## config.mk

```make
export PLATFORM = sky130hd
export DESIGN_NAME = in_order_response_reorder_buffer_top
export DESIGN_NICKNAME = d
export VERILOG_FILES = /design/src/rtl/core/iorb_pkg.sv /design/src/rtl/core/iorb_ctrl.sv /design/src/rtl/core/iorb_dpath.sv /design/src/rtl/core/in_order_response_reorder_buffer_top.sv
export SDC_FILE = /design/constraint.sdc
export NUM_CORES = 1
export LEC_CHECK = 0
export BUFFER_PORTS_ARGS = -buffer_cell sky130_fd_sc_hd__clkbuf_2
export CAP_MARGIN = 10
export CELL_PAD_IN_SITES_DETAIL_PLACEMENT = 1
export CELL_PAD_IN_SITES_GLOBAL_PLACEMENT = 2
export CORE_UTILIZATION = 35
export CTS_BUF_LIST = sky130_fd_sc_hd__clkbuf_4 sky130_fd_sc_hd__clkbuf_8
export CTS_CLUSTER_SIZE = 20
export DETAILED_ROUTE_END_ITERATION = 7
export GPL_ROUTABILITY_DRIVEN = 1
export PLACE_DENSITY = 0.74
export RECOVER_POWER = 50
export SLEW_MARGIN = 20
export SYNTH_ARGS = -nofsm -noshare
export SYNTH_HDL_FRONTEND = slang
export SYNTH_HIERARCHICAL = 1
export SYNTH_SLANG_ARGS = --single-unit
```

## constraint.sdc

```tcl
create_clock -name clk -period 20.3 [get_ports clk]
set_clock_uncertainty 0.05 [all_clocks]
set_input_delay 2.03 -clock clk [delete_from_list [all_inputs] [get_ports clk]]
set_output_delay 2.03 -clock clk [all_outputs]
set_load 0.02 [all_outputs]
```

## src/rtl/core/iorb_pkg.sv

```systemverilog
// Shared types and constants for the in-order response reorder buffer.
package iorb_pkg;

  typedef enum logic [1:0] {
    REQ_ALLOC = 2'd0,
    REQ_FILL  = 2'd1,
    REQ_QUERY = 2'd2,
    REQ_FLUSH = 2'd3
  } req_type_t;

  typedef enum logic [1:0] {
    ST_OK     = 2'd0,
    ST_FULL   = 2'd1,
    ST_BAD_ID = 2'd2,
    ST_EMPTY  = 2'd3
  } status_t;

  typedef enum logic [1:0] {
    S_IDLE   = 2'd0,
    S_EXEC   = 2'd1,
    S_RETIRE = 2'd2,
    S_OUT    = 2'd3
  } state_t;

  // Most entries one flush may retire.
  localparam logic [4:0] MAX_CREDIT = 5'd16;

  typedef struct packed {
    logic load_req;
    logic do_alloc;
    logic do_fill;
    logic do_query;
    logic do_flush_none;
    logic do_retire;
  } cmd_t;

  typedef struct packed {
    req_type_t req_type;
    logic      flush_start;
    logic      more;
  } sts_t;

endpackage

```

## src/rtl/core/iorb_ctrl.sv

```systemverilog
// Controller state machine sequencing requests and flush retirement.
module iorb_ctrl (
  input  logic              clk,
  input  logic              rst_n,
  input  logic              in_valid,
  output logic              in_ready,
  output logic              out_valid,
  input  logic              out_ready,
  input  iorb_pkg::sts_t    sts,
  output iorb_pkg::cmd_t    cmd
);

  iorb_pkg::state_t state_r, state_nxt;

  always_ff @(posedge clk) begin
    if (!rst_n) begin
      state_r <= iorb_pkg::S_IDLE;
    end else begin
      state_r <= state_nxt;
    end
  end

  always_comb begin
    state_nxt = state_r;
    cmd       = '0;
    in_ready  = 1'b0;
    out_valid = 1'b0;
    case (state_r)
      iorb_pkg::S_IDLE: begin
        in_ready = 1'b1;
        if (in_valid) begin
          cmd.load_req = 1'b1;
          state_nxt    = iorb_pkg::S_EXEC;
        end
      end
      iorb_pkg::S_EXEC: begin
        state_nxt = iorb_pkg::S_OUT;
        case (sts.req_type)
          iorb_pkg::REQ_ALLOC: cmd.do_alloc = 1'b1;
          iorb_pkg::REQ_FILL:  cmd.do_fill  = 1'b1;
          iorb_pkg::REQ_QUERY: cmd.do_query = 1'b1;
          iorb_pkg::REQ_FLUSH: begin
            if (sts.flush_start) begin
              state_nxt = iorb_pkg::S_RETIRE;
            end else begin
              cmd.do_flush_none = 1'b1;
            end
          end
          default: cmd.do_flush_none = 1'b1;
        endcase
      end
      iorb_pkg::S_RETIRE: begin
        cmd.do_retire = 1'b1;
        state_nxt     = iorb_pkg::S_OUT;
      end
      iorb_pkg::S_OUT: begin
        out_valid = 1'b1;
        if (out_ready) begin
          // The next head entry was already known retireable when this
          // transaction was formed.
          state_nxt = sts.more ? iorb_pkg::S_RETIRE : iorb_pkg::S_IDLE;
        end
      end
      default: state_nxt = iorb_pkg::S_IDLE;
    endcase
  end

endmodule

```

## src/rtl/core/iorb_dpath.sv

```systemverilog
// Datapath: ring pointers, ready flags, tag memory and result register.
module iorb_dpath #(
  parameter int DEPTH    = 16,
  parameter int TAG_BITS = 32
) (
  input  logic           clk,
  input  logic           rst_n,
  input  logic [1:0]     in_req_type,
  input  logic [31:0]    in_slot_id,
  input  logic [31:0]    in_payload_tag,
  input  logic [4:0]     in_sink_credit,
  output logic [1:0]     out_status,
  output logic [31:0]    out_assigned_id,
  output logic [31:0]    out_retired_tag,
  output logic           out_retired_valid,
  output logic           out_is_ready,
  output logic [4:0]     out_pending_count,
  output logic           out_last,
  input  iorb_pkg::cmd_t cmd,
  output iorb_pkg::sts_t sts
);

  localparam int IDX_W = $clog2(DEPTH);
  localparam int CNT_W = $clog2(DEPTH + 1);
  localparam int SW    = (TAG_BITS < 32) ? TAG_BITS : 32;
  localparam logic [IDX_W-1:0] LAST_IDX  = IDX_W'(DEPTH - 1);
  localparam logic [IDX_W:0]   DEPTH_EXT = (IDX_W + 1)'(DEPTH);
  localparam logic [CNT_W-1:0] DEPTH_CNT = CNT_W'(DEPTH);

  // Latched request.
  iorb_pkg::req_type_t req_type_r;
  logic [31:0]         slot_id_r;
  logic [SW-1:0]       tag_r;
  logic [4:0]          credit_r;

  // Ring state.
  logic [IDX_W-1:0] head_r;
  logic [CNT_W-1:0] held_r;
  logic [31:0]      head_id_r;
  logic [31:0]      next_id_r;
  logic [DEPTH-1:0] ready_r;
  logic [4:0]       nret_r;
  logic             more_r;

  // Tag memory with registered read at the head.
  logic [SW-1:0] tag_mem [DEPTH];
  logic [SW-1:0] rd_data_r;

  // Result register.
  iorb_pkg::status_t status_r;
  logic [31:0]       assigned_id_r;
  logic [31:0]       retired_tag_r;
  logic              retired_valid_r;
  logic              query_rdy_r;
  logic [4:0]        pending_r;
  logic              last_r;

  logic [31:0]      id_gap;
  logic             in_win;
  logic [IDX_W:0]   pos_sum;
  logic [IDX_W-1:0] pos;
  logic [IDX_W:0]   tail_sum;
  logic [IDX_W-1:0] tail;
  logic [IDX_W-1:0] head_next;
  logic [4:0]       credit_c;
  logic [4:0]       nret_inc;
  logic             retire_last;
  logic             full;
  iorb_pkg::status_t fill_st;
  iorb_pkg::status_t query_st;

  always_comb begin
    id_gap   = slot_id_r - head_id_r;
    in_win   = (held_r != '0) && (id_gap < 32'(held_r));
    pos_sum  = (IDX_W + 1)'(head_r) + (IDX_W + 1)'(id_gap[CNT_W-1:0]);
    pos      = (pos_sum >= DEPTH_EXT) ? IDX_W'(pos_sum - DEPTH_EXT) : pos_sum[IDX_W-1:0];
    tail_sum = (IDX_W + 1)'(head_r) + (IDX_W + 1)'(held_r);
    tail     = (tail_sum >= DEPTH_EXT) ? IDX_W'(tail_sum - DEPTH_EXT)
                                       : tail_sum[IDX_W-1:0];
    head_next = (head_r == LAST_IDX) ? '0 : head_r + 1'b1;
    credit_c  = (credit_r > iorb_pkg::MAX_CREDIT) ? iorb_pkg::MAX_CREDIT : credit_r;
    nret_inc  = nret_r + 5'd1;
    full      = (held_r >= DEPTH_CNT);

    if (slot_id_r == 32'd0) begin
      fill_st = iorb_pkg::ST_BAD_ID;
    end else if (held_r == '0) begin
      fill_st = iorb_pkg::ST_EMPTY;
    end else if (!in_win) begin
      fill_st = iorb_pkg::ST_BAD_ID;
    end else begin
      fill_st = iorb_pkg::ST_OK;
    end

    if (held_r == '0) begin
      query_st = iorb_pkg::ST_EMPTY;
    end else if (!in_win) begin
      query_st = iorb_pkg::ST_BAD_ID;
    end else begin
      query_st = iorb_pkg::ST_OK;
    end

    // This retirement ends the flush when credit runs out, the ring empties,
    // or the following entry has not been filled yet.
    retire_last = (nret_inc >= credit_c) || (held_r == CNT_W'(1)) ||
                  !ready_r[head_next];

    sts.req_type    = req_type_r;
    sts.flush_start = (credit_c != 5'd0) && (held_r != '0) && ready_r[head_r];
    sts.more        = more_r;
  end

  always_ff @(posedge clk) begin
    if (!rst_n) begin
      head_r    <= '0;
      held_r    <= '0;
      head_id_r <= 32'd1;
      next_id_r <= 32'd1;
      ready_r   <= '0;
      nret_r    <= 5'd0;
      more_r    <= 1'b0;
    end else begin
      if (cmd.load_req) begin
        nret_r <= 5'd0;
        more_r <= 1'b0;
      end
      if (cmd.do_alloc && !full) begin
        ready_r[tail] <= 1'b0;
        next_id_r     <= next_id_r + 32'd1;
        held_r        <= held_r + 1'b1;
      end
      if (cmd.do_fill && (fill_st == iorb_pkg::ST_OK)) begin
        ready_r[pos] <= 1'b1;
      end
      if (cmd.do_retire) begin
        ready_r[head_r] <= 1'b0;
        head_r          <= head_next;
        head_id_r       <= head_id_r + 32'd1;
        held_r          <= held_r - 1'b1;
        nret_r          <= nret_inc;
        more_r          <= !retire_last;
      end
    end
  end

  always_ff @(posedge clk) begin
    if (cmd.do_fill && (fill_st == iorb_pkg::ST_OK)) begin
      tag_mem[pos] <= tag_r;
    end
    rd_data_r <= tag_mem[head_r];
  end

  always_ff @(posedge clk) begin
    if (cmd.load_req) begin
      req_type_r <= iorb_pkg::req_type_t'(in_req_type);
      slot_id_r  <= in_slot_id;
      tag_r      <= in_payload_tag[SW-1:0];
      credit_r   <= in_sink_credit;
    end
    if (cmd.do_alloc) begin
      status_r        <= full ? iorb_pkg::ST_FULL : iorb_pkg::ST_OK;
      assigned_id_r   <= full ? 32'd0 : next_id_r;
      retired_tag_r   <= 32'd0;
      retired_valid_r <= 1'b0;
      query_rdy_r     <= 1'b0;
      pending_r       <= full ? 5'(held_r) : 5'(held_r + 1'b1);
      last_r          <= 1'b1;
    end
    if (cmd.do_fill) begin
      status_r        <= fill_st;
      assigned_id_r   <= 32'd0;
      retired_tag_r   <= 32'd0;
      retired_valid_r <= 1'b0;
      query_rdy_r     <= 1'b0;
      pending_r       <= 5'(held_r);
      last_r          <= 1'b1;
    end
    if (cmd.do_query) begin
      status_r        <= query_st;
      assigned_id_r   <= 32'd0;
      retired_tag_r   <= 32'd0;
      retired_valid_r <= 1'b0;
      query_rdy_r     <= (query_st == iorb_pkg::ST_OK) && ready_r[pos];
      pending_r       <= 5'(held_r);
      last_r          <= 1'b1;
    end
    if (cmd.do_flush_none) begin
      status_r        <= (held_r == '0) ? iorb_pkg::ST_EMPTY : iorb_pkg::ST_OK;
      assigned_id_r   <= 32'd0;
      retired_tag_r   <= 32'd0;
      retired_valid_r <= 1'b0;
      query_rdy_r     <= 1'b0;
      pending_r       <= 5'(held_r);
      last_r          <= 1'b1;
    end
    if (cmd.do_retire) begin
      status_r        <= iorb_pkg::ST_OK;
      assigned_id_r   <= head_id_r;
      retired_tag_r   <= 32'(rd_data_r);
      retired_valid_r <= 1'b1;
      query_rdy_r     <= 1'b0;
      pending_r       <= 5'(held_r - 1'b1);
      last_r          <= retire_last;
    end
  end

  assign out_status        = status_r;
  assign out_assigned_id   = assigned_id_r;
  assign out_retired_tag   = retired_tag_r;
  assign out_retired_valid = retired_valid_r;
  assign out_is_ready      = query_rdy_r;
  assign out_pending_count = pending_r;
  assign out_last          = last_r;

endmodule

```

## src/rtl/core/in_order_response_reorder_buffer_top.sv

```systemverilog
// Top level of the in-order response reorder buffer.
// The block handles one request at a time. An allocate, fill or query
// request is taken in S_IDLE, executed in S_EXEC, and its single result
// transaction is presented in S_OUT; with out_ready high the block returns
// to S_IDLE and is ready again. A flush that retires entries presents one
// result per retired entry, each built in S_RETIRE (the head entry's tag
// comes from the registered read of the tag memory) and handed over in
// S_OUT; one entry is handed over before another is retired, since the
// tag memory has a single read port and the result register is shared. The ring
// holds DEPTH entries; ready flags reset to zero and need no clearing pass.
module in_order_response_reorder_buffer_top #(
  parameter int DEPTH    = 16,
  parameter int TAG_BITS = 32
) (
  input  logic        clk,
  input  logic        rst_n,
  input  logic        in_valid,
  output logic        in_ready,
  input  logic [1:0]  in_req_type,
  input  logic [31:0] in_slot_id,
  input  logic [31:0] in_payload_tag,
  input  logic [4:0]  in_sink_credit,
  output logic        out_valid,
  input  logic        out_ready,
  output logic [1:0]  out_status,
  output logic [31:0] out_assigned_id,
  output logic [31:0] out_retired_tag,
  output logic        out_retired_valid,
  output logic        out_is_ready,
  output logic [4:0]  out_pending_count,
  output logic        out_last
);

  iorb_pkg::cmd_t cmd;
  iorb_pkg::sts_t sts;

  iorb_ctrl u_ctrl (
    .clk       (clk),
    .rst_n     (rst_n),
    .in_valid  (in_valid),
    .in_ready  (in_ready),
    .out_valid (out_valid),
    .out_ready (out_ready),
    .sts       (sts),
    .cmd       (cmd)
  );

  iorb_dpath #(
    .DEPTH    (DEPTH),
    .TAG_BITS (TAG_BITS)
  ) u_dpath (
    .clk               (clk),
    .rst_n             (rst_n),
    .in_req_type       (in_req_type),
    .in_slot_id        (in_slot_id),
    .in_payload_tag    (in_payload_tag),
    .in_sink_credit    (in_sink_credit),
    .out_status        (out_status),
    .out_assigned_id   (out_assigned_id),
    .out_retired_tag   (out_retired_tag),
    .out_retired_valid (out_retired_valid),
    .out_is_ready      (out_is_ready),
    .out_pending_count (out_pending_count),
    .out_last          (out_last),
    .cmd               (cmd),
    .sts               (sts)
  );

endmodule
```

==> reports/qor.yml, run 1 <==
worst_setup_path:
  cp-end-kind: "register"
  rr_endpoint: "u_dpath/rd_data_r[20]"
  max_stage_delay_ns: 3.23
  crit_chain: "clkbuf_1 > clkbuf_1 > mux4_2 > mux4_2"
  worstPathMaxFanout: 53
  path_delay_family: "buffers and inverters"
  r2r_setup_slack_ns: 12.32
  criticalPathCategory: "register to register"
  critPathArrivalTime_ns: 8.58
  path_buf_inv: 2
  critPathLaunchType: "register"
  slowest_stage: "clkbuf_1"
  worstReg2RegStart: "u_dpath/head_r[0]"
  r2r_cells: 4
  required_ns: 20.89
timing:
  layout_setup_ws_ns: 12.32
  slew_headroom_pct: -193
  finalSetupViolations: 0
  rsz0062_at_grt: "false"
  max_freq_ghz: 0.125
  tns_ns: 0
  final_hold_viol_count: 0
  worstMarginPinSlew_ns: 4.40
  drv_slew: 376
  period_needed_ns: 7.98
  fin_crit_sh_pct: 39.3
clocking:
  ctsHtreeMaxLevel: 4
  clkTransAtPathRegs_ns: 0.06
  cts.repair.resized: 0
  cts_tree: "yes"
  postCtsSetupRepairBufs: 0
  ctsHoldBuffers: 0
  clock_latency_ns: 0.80
  clock_sinks: 786
  ctsLongestPathBuffers: 3
  cts_root_buf: "clkbuf_8"
  cts_buffers: 134
floorplan:
  core_area_um2: 93200
  dieWidth_um: 309
  die_area_um2: 95300
  ios: 151
  rows: 112
  die_h_um: 309
  initial_core_util_pct: 35.3
synth:
  yosys_register_bits: 786
  synth_nets: 2193
  syn_area_um2: 32900
  synth_top_family_by_area: "multiplexers"
  yosys_warnings: 6
  seq_area_frac_synth_pct: 67.7
  synthArstFlopShare_pct: 0
  syn_area_per_cell_um2: 16.0
  muxShareOfSynthArea_pct: 12.2
  synth-simple-area-share_pct: 8.52
  synthAdderAreaFrac_pct: 2.31
  synth_compound_gate_area_share_pct: 5.14
  yosysUniqueCellTypes: 78
  yosys.area_share.xor_xnor_pct: 2.26
  netlist_instances: 2059
  synth_ff_type: "edfxtp_1"
  synth_edf_count: 653
pwr:
  power_density_nw_per_um2: 95.2
  ir_drop_v: 0.0000562
  p_leak_nw: 12.4
  finalPower_mw: 3.61
final_layout:
  utilization_pct: 40.7
  drive_gt1_share_pct: 24.8
  seq_area_um2: 22300
  fill_cells: 9389
  multiInputGateArea_um2: 10100
  fin_nets: 2418
  area_delta_synth_final_pct: 15.3
hold_path:
  hold_depth: 2
  min_to: "u_dpath/out_retired_valid"
  worstHoldStart: "u_dpath/out_retired_valid"
  hold_path_class: "register to register"
run:
  drv_cap: 8
grt:
  grt_pass1_wl_um: 128000
  grt_pass1_vias: 20400
  grt.total_usage_pct: 18.0
  grt_remaining_overflow: 0
  grt_max_degree: 97
  antenna_found_initial: 3
outcome:
  failed_checks: "max-capacitance violations, max-slew violations"
  outcome: "finished with violations"
route:
  drc: 0
  avgViaCountPerCell: 5.17
  drtPass1Iterations: 4
  num_vias: 18800
  drt_iter0_markers: 1392
  ant_nets: 0
  wl_per_cell_um: 23.2
  drt-total-wl_um: 84700
placed_design:
  portBuffers: 150
  dp_hpwl_um: 55500
  place_congestion: 0.851
  pre_cts_ws_ns: 14.77
[per-stage QoR]
| step | instances | cell area (µm²) | hold slack, ns |
|---|---|---|---|
| floorplan | 2059 | 32900 | 0.414 |
| global placement | 3402 | 35200 | 0.413 |
| detailed placement | 3402 | 35200 | 0.431 |
| CTS | 3643 | 38000 | 0.439 |
| global route | 3644 | 38000 | 0.441 |
| finish | 3645 | 38000 | 0.433 |
[how the worst max path moves through the flow]
| stage | start | to | slack [ns] | depth (start not counted) |
|---|---|---|---|---|
| after floorplan | u_dpath/slot_id_r[0] | u_dpath/tag_mem[13][0] | 13.14 | 18 |
| after global placement | u_dpath/slot_id_r[0] | u_dpath/tag_mem[15][11] | 14.92 | 17 |
| after detailed placement | u_dpath/head_id_r[0] | u_dpath/tag_mem[14][11] | 14.77 | 16 |
| after CTS | u_dpath/slot_id_r[0] | u_dpath/tag_mem[14][9] | 14.72 | 17 |
| after global routing | u_dpath/head_r[0] | u_dpath/rd_data_r[20] | 11.18 | 4 |
| final | u_dpath/head_r[0] | u_dpath/rd_data_r[20] | 12.32 | 4 |
[Yosys cell counts, types with 34 or more instances]
cell / n / area [µm²]
xnor2_1: 68 / 596
dfxtp_1: 133 / 2660
ha_1: 56 / 701
clkbuf_1: 69 / 259
edfxtp_1: 653 / 19600
mux4_2: 173 / 3900
nand2_1: 145 / 544
nor4_1: 34 / 213
o21ai_0: 81 / 405
nor2_1: 49 / 184
a21oi_1: 65 / 325
nand3_1: 45 / 225
and2_1: 90 / 563
nand4_1: 39 / 244
inv_1: 64 / 240
[where the power goes]
group	switching (mW)	internal, mW
combinational	0.195	0.116
clock	0.661	0.805
sequential	0.0391	1.80
total	0.895	2.72
[metal layers]
layer / GRT usage, % / share of wire [%]
met1: 22.6 / 43
met3: 3.29 / 4.0
met4: 6.32 / 2.3
met2: 31.2 / 51
met5: 0 / 0
[worst reg2reg max path, cell delays in order (launching register included)]
cell	delay [ns]
dfxtp_1	0.58
clkbuf_1	2.53
clkbuf_1	3.26
mux4_2	0.91
mux4_2	0.53
[cell families (layout without fill, tap and decap cells)]
logic type / count (synthesis) / after routing
buffers and inverters: 162 / 492
other: 0 / 2
xor gates and xnor gates: 85 / 85
and+or+nand+nor: 524 / 524
muxes: 183 / 183
DFF: 786 / 786
AOI/OAI and AO/OA: 260 / 260
adders and majority gates: 59 / 59
[cell type report]
cell class	instances	area share, %
Clock inverter	51	1.15
Tap cell	1254	4.13
Inverter	65	0.643
Antenna cell	2	0.0132
Multi-Input combinational cell	1111	26.6
Clock buffer	190	6.16
Sequential cell	786	58.7
Timing Repair Buffer	186	2.56
[sequential cells by signal (all words and copies together), names as in the netlist, 2 cells and up]
register,count
u_dpath/head_r,4
u_dpath/nret_r,5
u_ctrl/state_r,2
u_dpath/out_retired_tag,32
u_dpath/out_pending_count,5
u_dpath/req_type_r,2
u_dpath/tag_mem,512
u_dpath/out_status,2
u_dpath/head_id_r,32
u_dpath/tag_r,32
u_dpath/rd_data_r,32
u_dpath/ready_r,16
u_dpath/next_id_r,32
u_dpath/out_assigned_id,32
u_dpath/slot_id_r,32
u_dpath/credit_r,5
u_dpath/held_r,5
[cells in the final DEF (no fill, tap or decap), types with 12 or more instances in the layout]
master and count:
a21oi_1 65, clkbuf_1 30, a21o_1 14, clkinv_1 26, buf_4 29, nand4_1 39
o211ai_1 14, nand3_1 45, nor4_1 20, edfxtp_1 653, xor2_1 17, and3_1 22
xnor2_1 68, mux4_2 173, and2_0 48, nor4_2 16, nand2_1 144, o21ai_0 81
inv_1 64, and2_1 42, nor2b_1 15, clkbuf_8 146, clkbuf_4 44, dfxtp_1 130
clkbuf_2 126, ha_1 56, or3_1 14, nor2_1 49, nor3_1 27, a21boi_0 12
Note: power is estimated with default switching activity, not from simulation.
==> inputs of run 2 (changes only) <==
==> constraint.sdc (replaced) <==
create_clock -name clk -period 7.8 [get_ports clk]
set_clock_uncertainty 0.05 [all_clocks]
set_input_delay 0.78 -clock clk [delete_from_list [all_inputs] [get_ports clk]]
set_output_delay 0.78 -clock clk [all_outputs]
set_load 0.02 [all_outputs]
==> reports/qor.yml, run 2 (synthesized netlist as in run 1, its figures left out) <==
grt:
  grt_pass1_vias: 20500  # was 20,400
  grtUsageMet2_pct: 31.4  # was 31.2%
  grt_remaining_overflow: 0  # unchanged
  grt_max_degree: 104  # was 97
  antenna_found_initial: 2  # was 3
  grtUsageMet1_pct: 22.8  # was 22.6%
  grt_pass1_wl_um: 129000  # was 128,000 µm
  top_usage_layer: "met2"  # unchanged
  grt.total_usage_pct: 18.2  # was 18.0%
  grt_use_met3_pct: 3.45  # was 3.29%
final_layout:
  fin_nets: 2415  # was 2,418
  drive_gt1_share_pct: 21.9  # was 24.8%
  regMostFlops: "u_dpath/tag_mem"  # unchanged
  final_common_cell: "edfxtp_1"  # unchanged
  fill_cells: 9456  # was 9,389
  seq_area_um2: 22300  # unchanged
  multiInputGateArea_um2: 10100  # about the same
  stdcell_area_um2: 38000  # about the same
  area_delta_synth_final_pct: 15.3  # about the same
  layout_common_cells: "edfxtp_1 (653), mux4_2 (173), clkbuf_8 (153)"  # was edfxtp_1 (653), mux4_2 (173), clkbuf_8 (146)
  largest_register_ffs: 512  # unchanged
clocking:
  cts_tree: "yes"  # unchanged
  ctsHoldBuffers: 0  # unchanged
  ctsLongestPathBuffers: 3  # unchanged
  clkTransAtPathRegs_ns: 0.06  # about the same
  cts.repair.resized: 0  # unchanged
  ctsHtreeMaxLevel: 4  # unchanged
  postCtsSetupRepairBufs: 0  # unchanged
  cts_buffers: 138  # was 134
  cts_root_buf: "clkbuf_8"  # unchanged
  clock_sinks: 786  # unchanged
  clock_latency_ns: 0.81  # was 0.80 ns
timing:
  max_freq_ghz: 0.164  # was 0.125 GHz
  tns_ns: 0  # unchanged
  period_needed_ns: 6.08  # was 7.98 ns
  rsz0062_at_grt: "false"  # unchanged
  worstMarginPinSlew_ns: 4.09  # was 4.40 ns
  finalSetupViolations: 0  # unchanged
  drv_slew: 190  # was 376
  fin_crit_sh_pct: 78.0  # was 39.3%
  slew_headroom_pct: -173  # was -193%
  final_hold_viol_count: 0  # unchanged
floorplan:
  rows: 112  # unchanged
  die_h_um: 309  # unchanged
  initial_core_util_pct: 35.3  # unchanged
  ios: 151  # unchanged
  core_area_um2: 93200  # unchanged
  dieWidth_um: 309  # unchanged
  die_area_um2: 95300  # unchanged
run:
  drv_cap: 4  # was 8
pwr:
  power.share.switching_pct: 25.1  # was 24.8%
  ir_drop_v: 0.000175  # was 0.0000562 V
  seq_power_share_pct: 50.5  # was 50.8%
  power_density_nw_per_um2: 249  # was 95.2 nW/µm²
  p_sw_mw: 2.38  # was 0.895 mW
  intPower_mw: 7.09  # was 2.72 mW
  p_leak_nw: 12.2  # was 12.4 nW
  power_frac_comb_pct: 8.2  # was 8.6%
  clkPwrFrac_pct: 41.2  # was 40.6%
route:
  drt-total-wl_um: 85600  # was 84,700 µm
  wl_per_cell_um: 23.5  # was 23.2 µm
  drt_iter0_markers: 1498  # was 1,392
  drc: 0  # unchanged
  num_vias: 19000  # was 18,800
  drtPass1Iterations: 4  # unchanged
  ant_nets: 0  # unchanged
  avgViaCountPerCell: 5.21  # was 5.17
worst_setup_path:
  worstPathMaxFanout: 40  # was 53
  cp-end-kind: "register"  # unchanged
  critPathArrivalTime_ns: 6.43  # was 8.58 ns
  r2r_cells: 8  # was 4
  critPathLaunchType: "register"  # unchanged
  criticalPathCategory: "register to register"  # unchanged
  required_ns: 8.14  # was 20.89 ns
placed_design:
  dpl-instance-area_um2: 35200  # about the same
  portBuffers: 150  # unchanged
  place_congestion: 0.838  # was 0.851
  dp_hpwl_um: 52500  # was 55,500 µm
outcome:
  failed_checks: "max-capacitance violations, max-slew violations"  # unchanged
  outcome: "finished with violations"  # unchanged
hold_path:
  hold_path_class: "input pin to register"  # was register to register
  hold_depth: 1  # was 2
## run 2: changes by cell type in the layout (fill, tap and decap cells not counted), sizes merged
cell,delta
clkinv,+6
inv,+3
buf,-2
bufinv,-1
clkbuf,-1
clkinvlp,-1
## run 2: metal layers
layer | share of wire (%) | vias to the layer above
li1 | - | 8527
met1 | 42 | 9789
met2 | 51 | 548
met3 | 5.0 | 140
met4 | 2.2 | 0
met5 | 0 | -
## run 2: power groups by stage
stage | registers (mW) | logic [mW] | clock network, mW
floorplan | 4.88 | 0.479 | 0
global placement | 4.86 | 0.791 | 0
detailed placement | 4.87 | 0.802 | 0
CTS | 4.79 | 0.806 | 4.03
global route | 4.80 | 0.850 | 4.19
finish | 4.78 | 0.780 | 3.90
## run 2: area by class of cell
| type | instances | share of cell area, % |
|---|---|---|
| Antenna cell | 2 | 0.0132 |
| Clock buffer | 194 | 6.36 |
| Clock inverter | 58 | 1.20 |
| Inverter | 65 | 0.643 |
| Multi-Input combinational cell | 1111 | 26.7 |
| Sequential cell | 786 | 58.7 |
| Tap cell | 1254 | 4.13 |
| Timing Repair Buffer | 179 | 2.28 |
## run 2: final timing paths
path / startpoint / endpoint / slack [ns]
worst max register to register: u_dpath/head_r[0] / u_dpath/out_retired_tag[28] / 1.72
worst min-delay path: in_payload_tag[3] / u_dpath/tag_r[3] / 0.09
worst max-delay path: u_dpath/head_r[0] / u_dpath/out_retired_tag[28] / 1.72
worst min register to register: u_dpath/rd_data_r[2] / u_dpath/out_retired_tag[2] / 0.43
## run 2: stage by stage
stage | utilization (%) | setup WS [ns] | power, mW | instances | hold slack [ns]
after floorplan | - | 0.639 | 5.36 | 2059 | 0.414
after global placement | 37.8 | 2.45 | 5.66 | 3394 | 0.426
after detailed placement | 37.8 | 2.12 | 5.68 | 3394 | 0.439
after CTS | 40.9 | 2.05 | 9.62 | 3646 | 0.00605
after global routing | 40.7 | 1.07 | 9.84 | 3648 | 0.0404
final | 40.7 | 1.72 | 9.47 | 3649 | 0.0919
## run 2: worst max-delay path, cell delays in order (launching register included)
cell and delay, ns:
dfxtp_1 2.20, mux4_2 0.74, mux4_2 0.51, o311a_1 0.18, nor2b_1 0.37, or3_1 0.30
nor2_1 0.13, nand2_4 0.47, buf_4 0.65
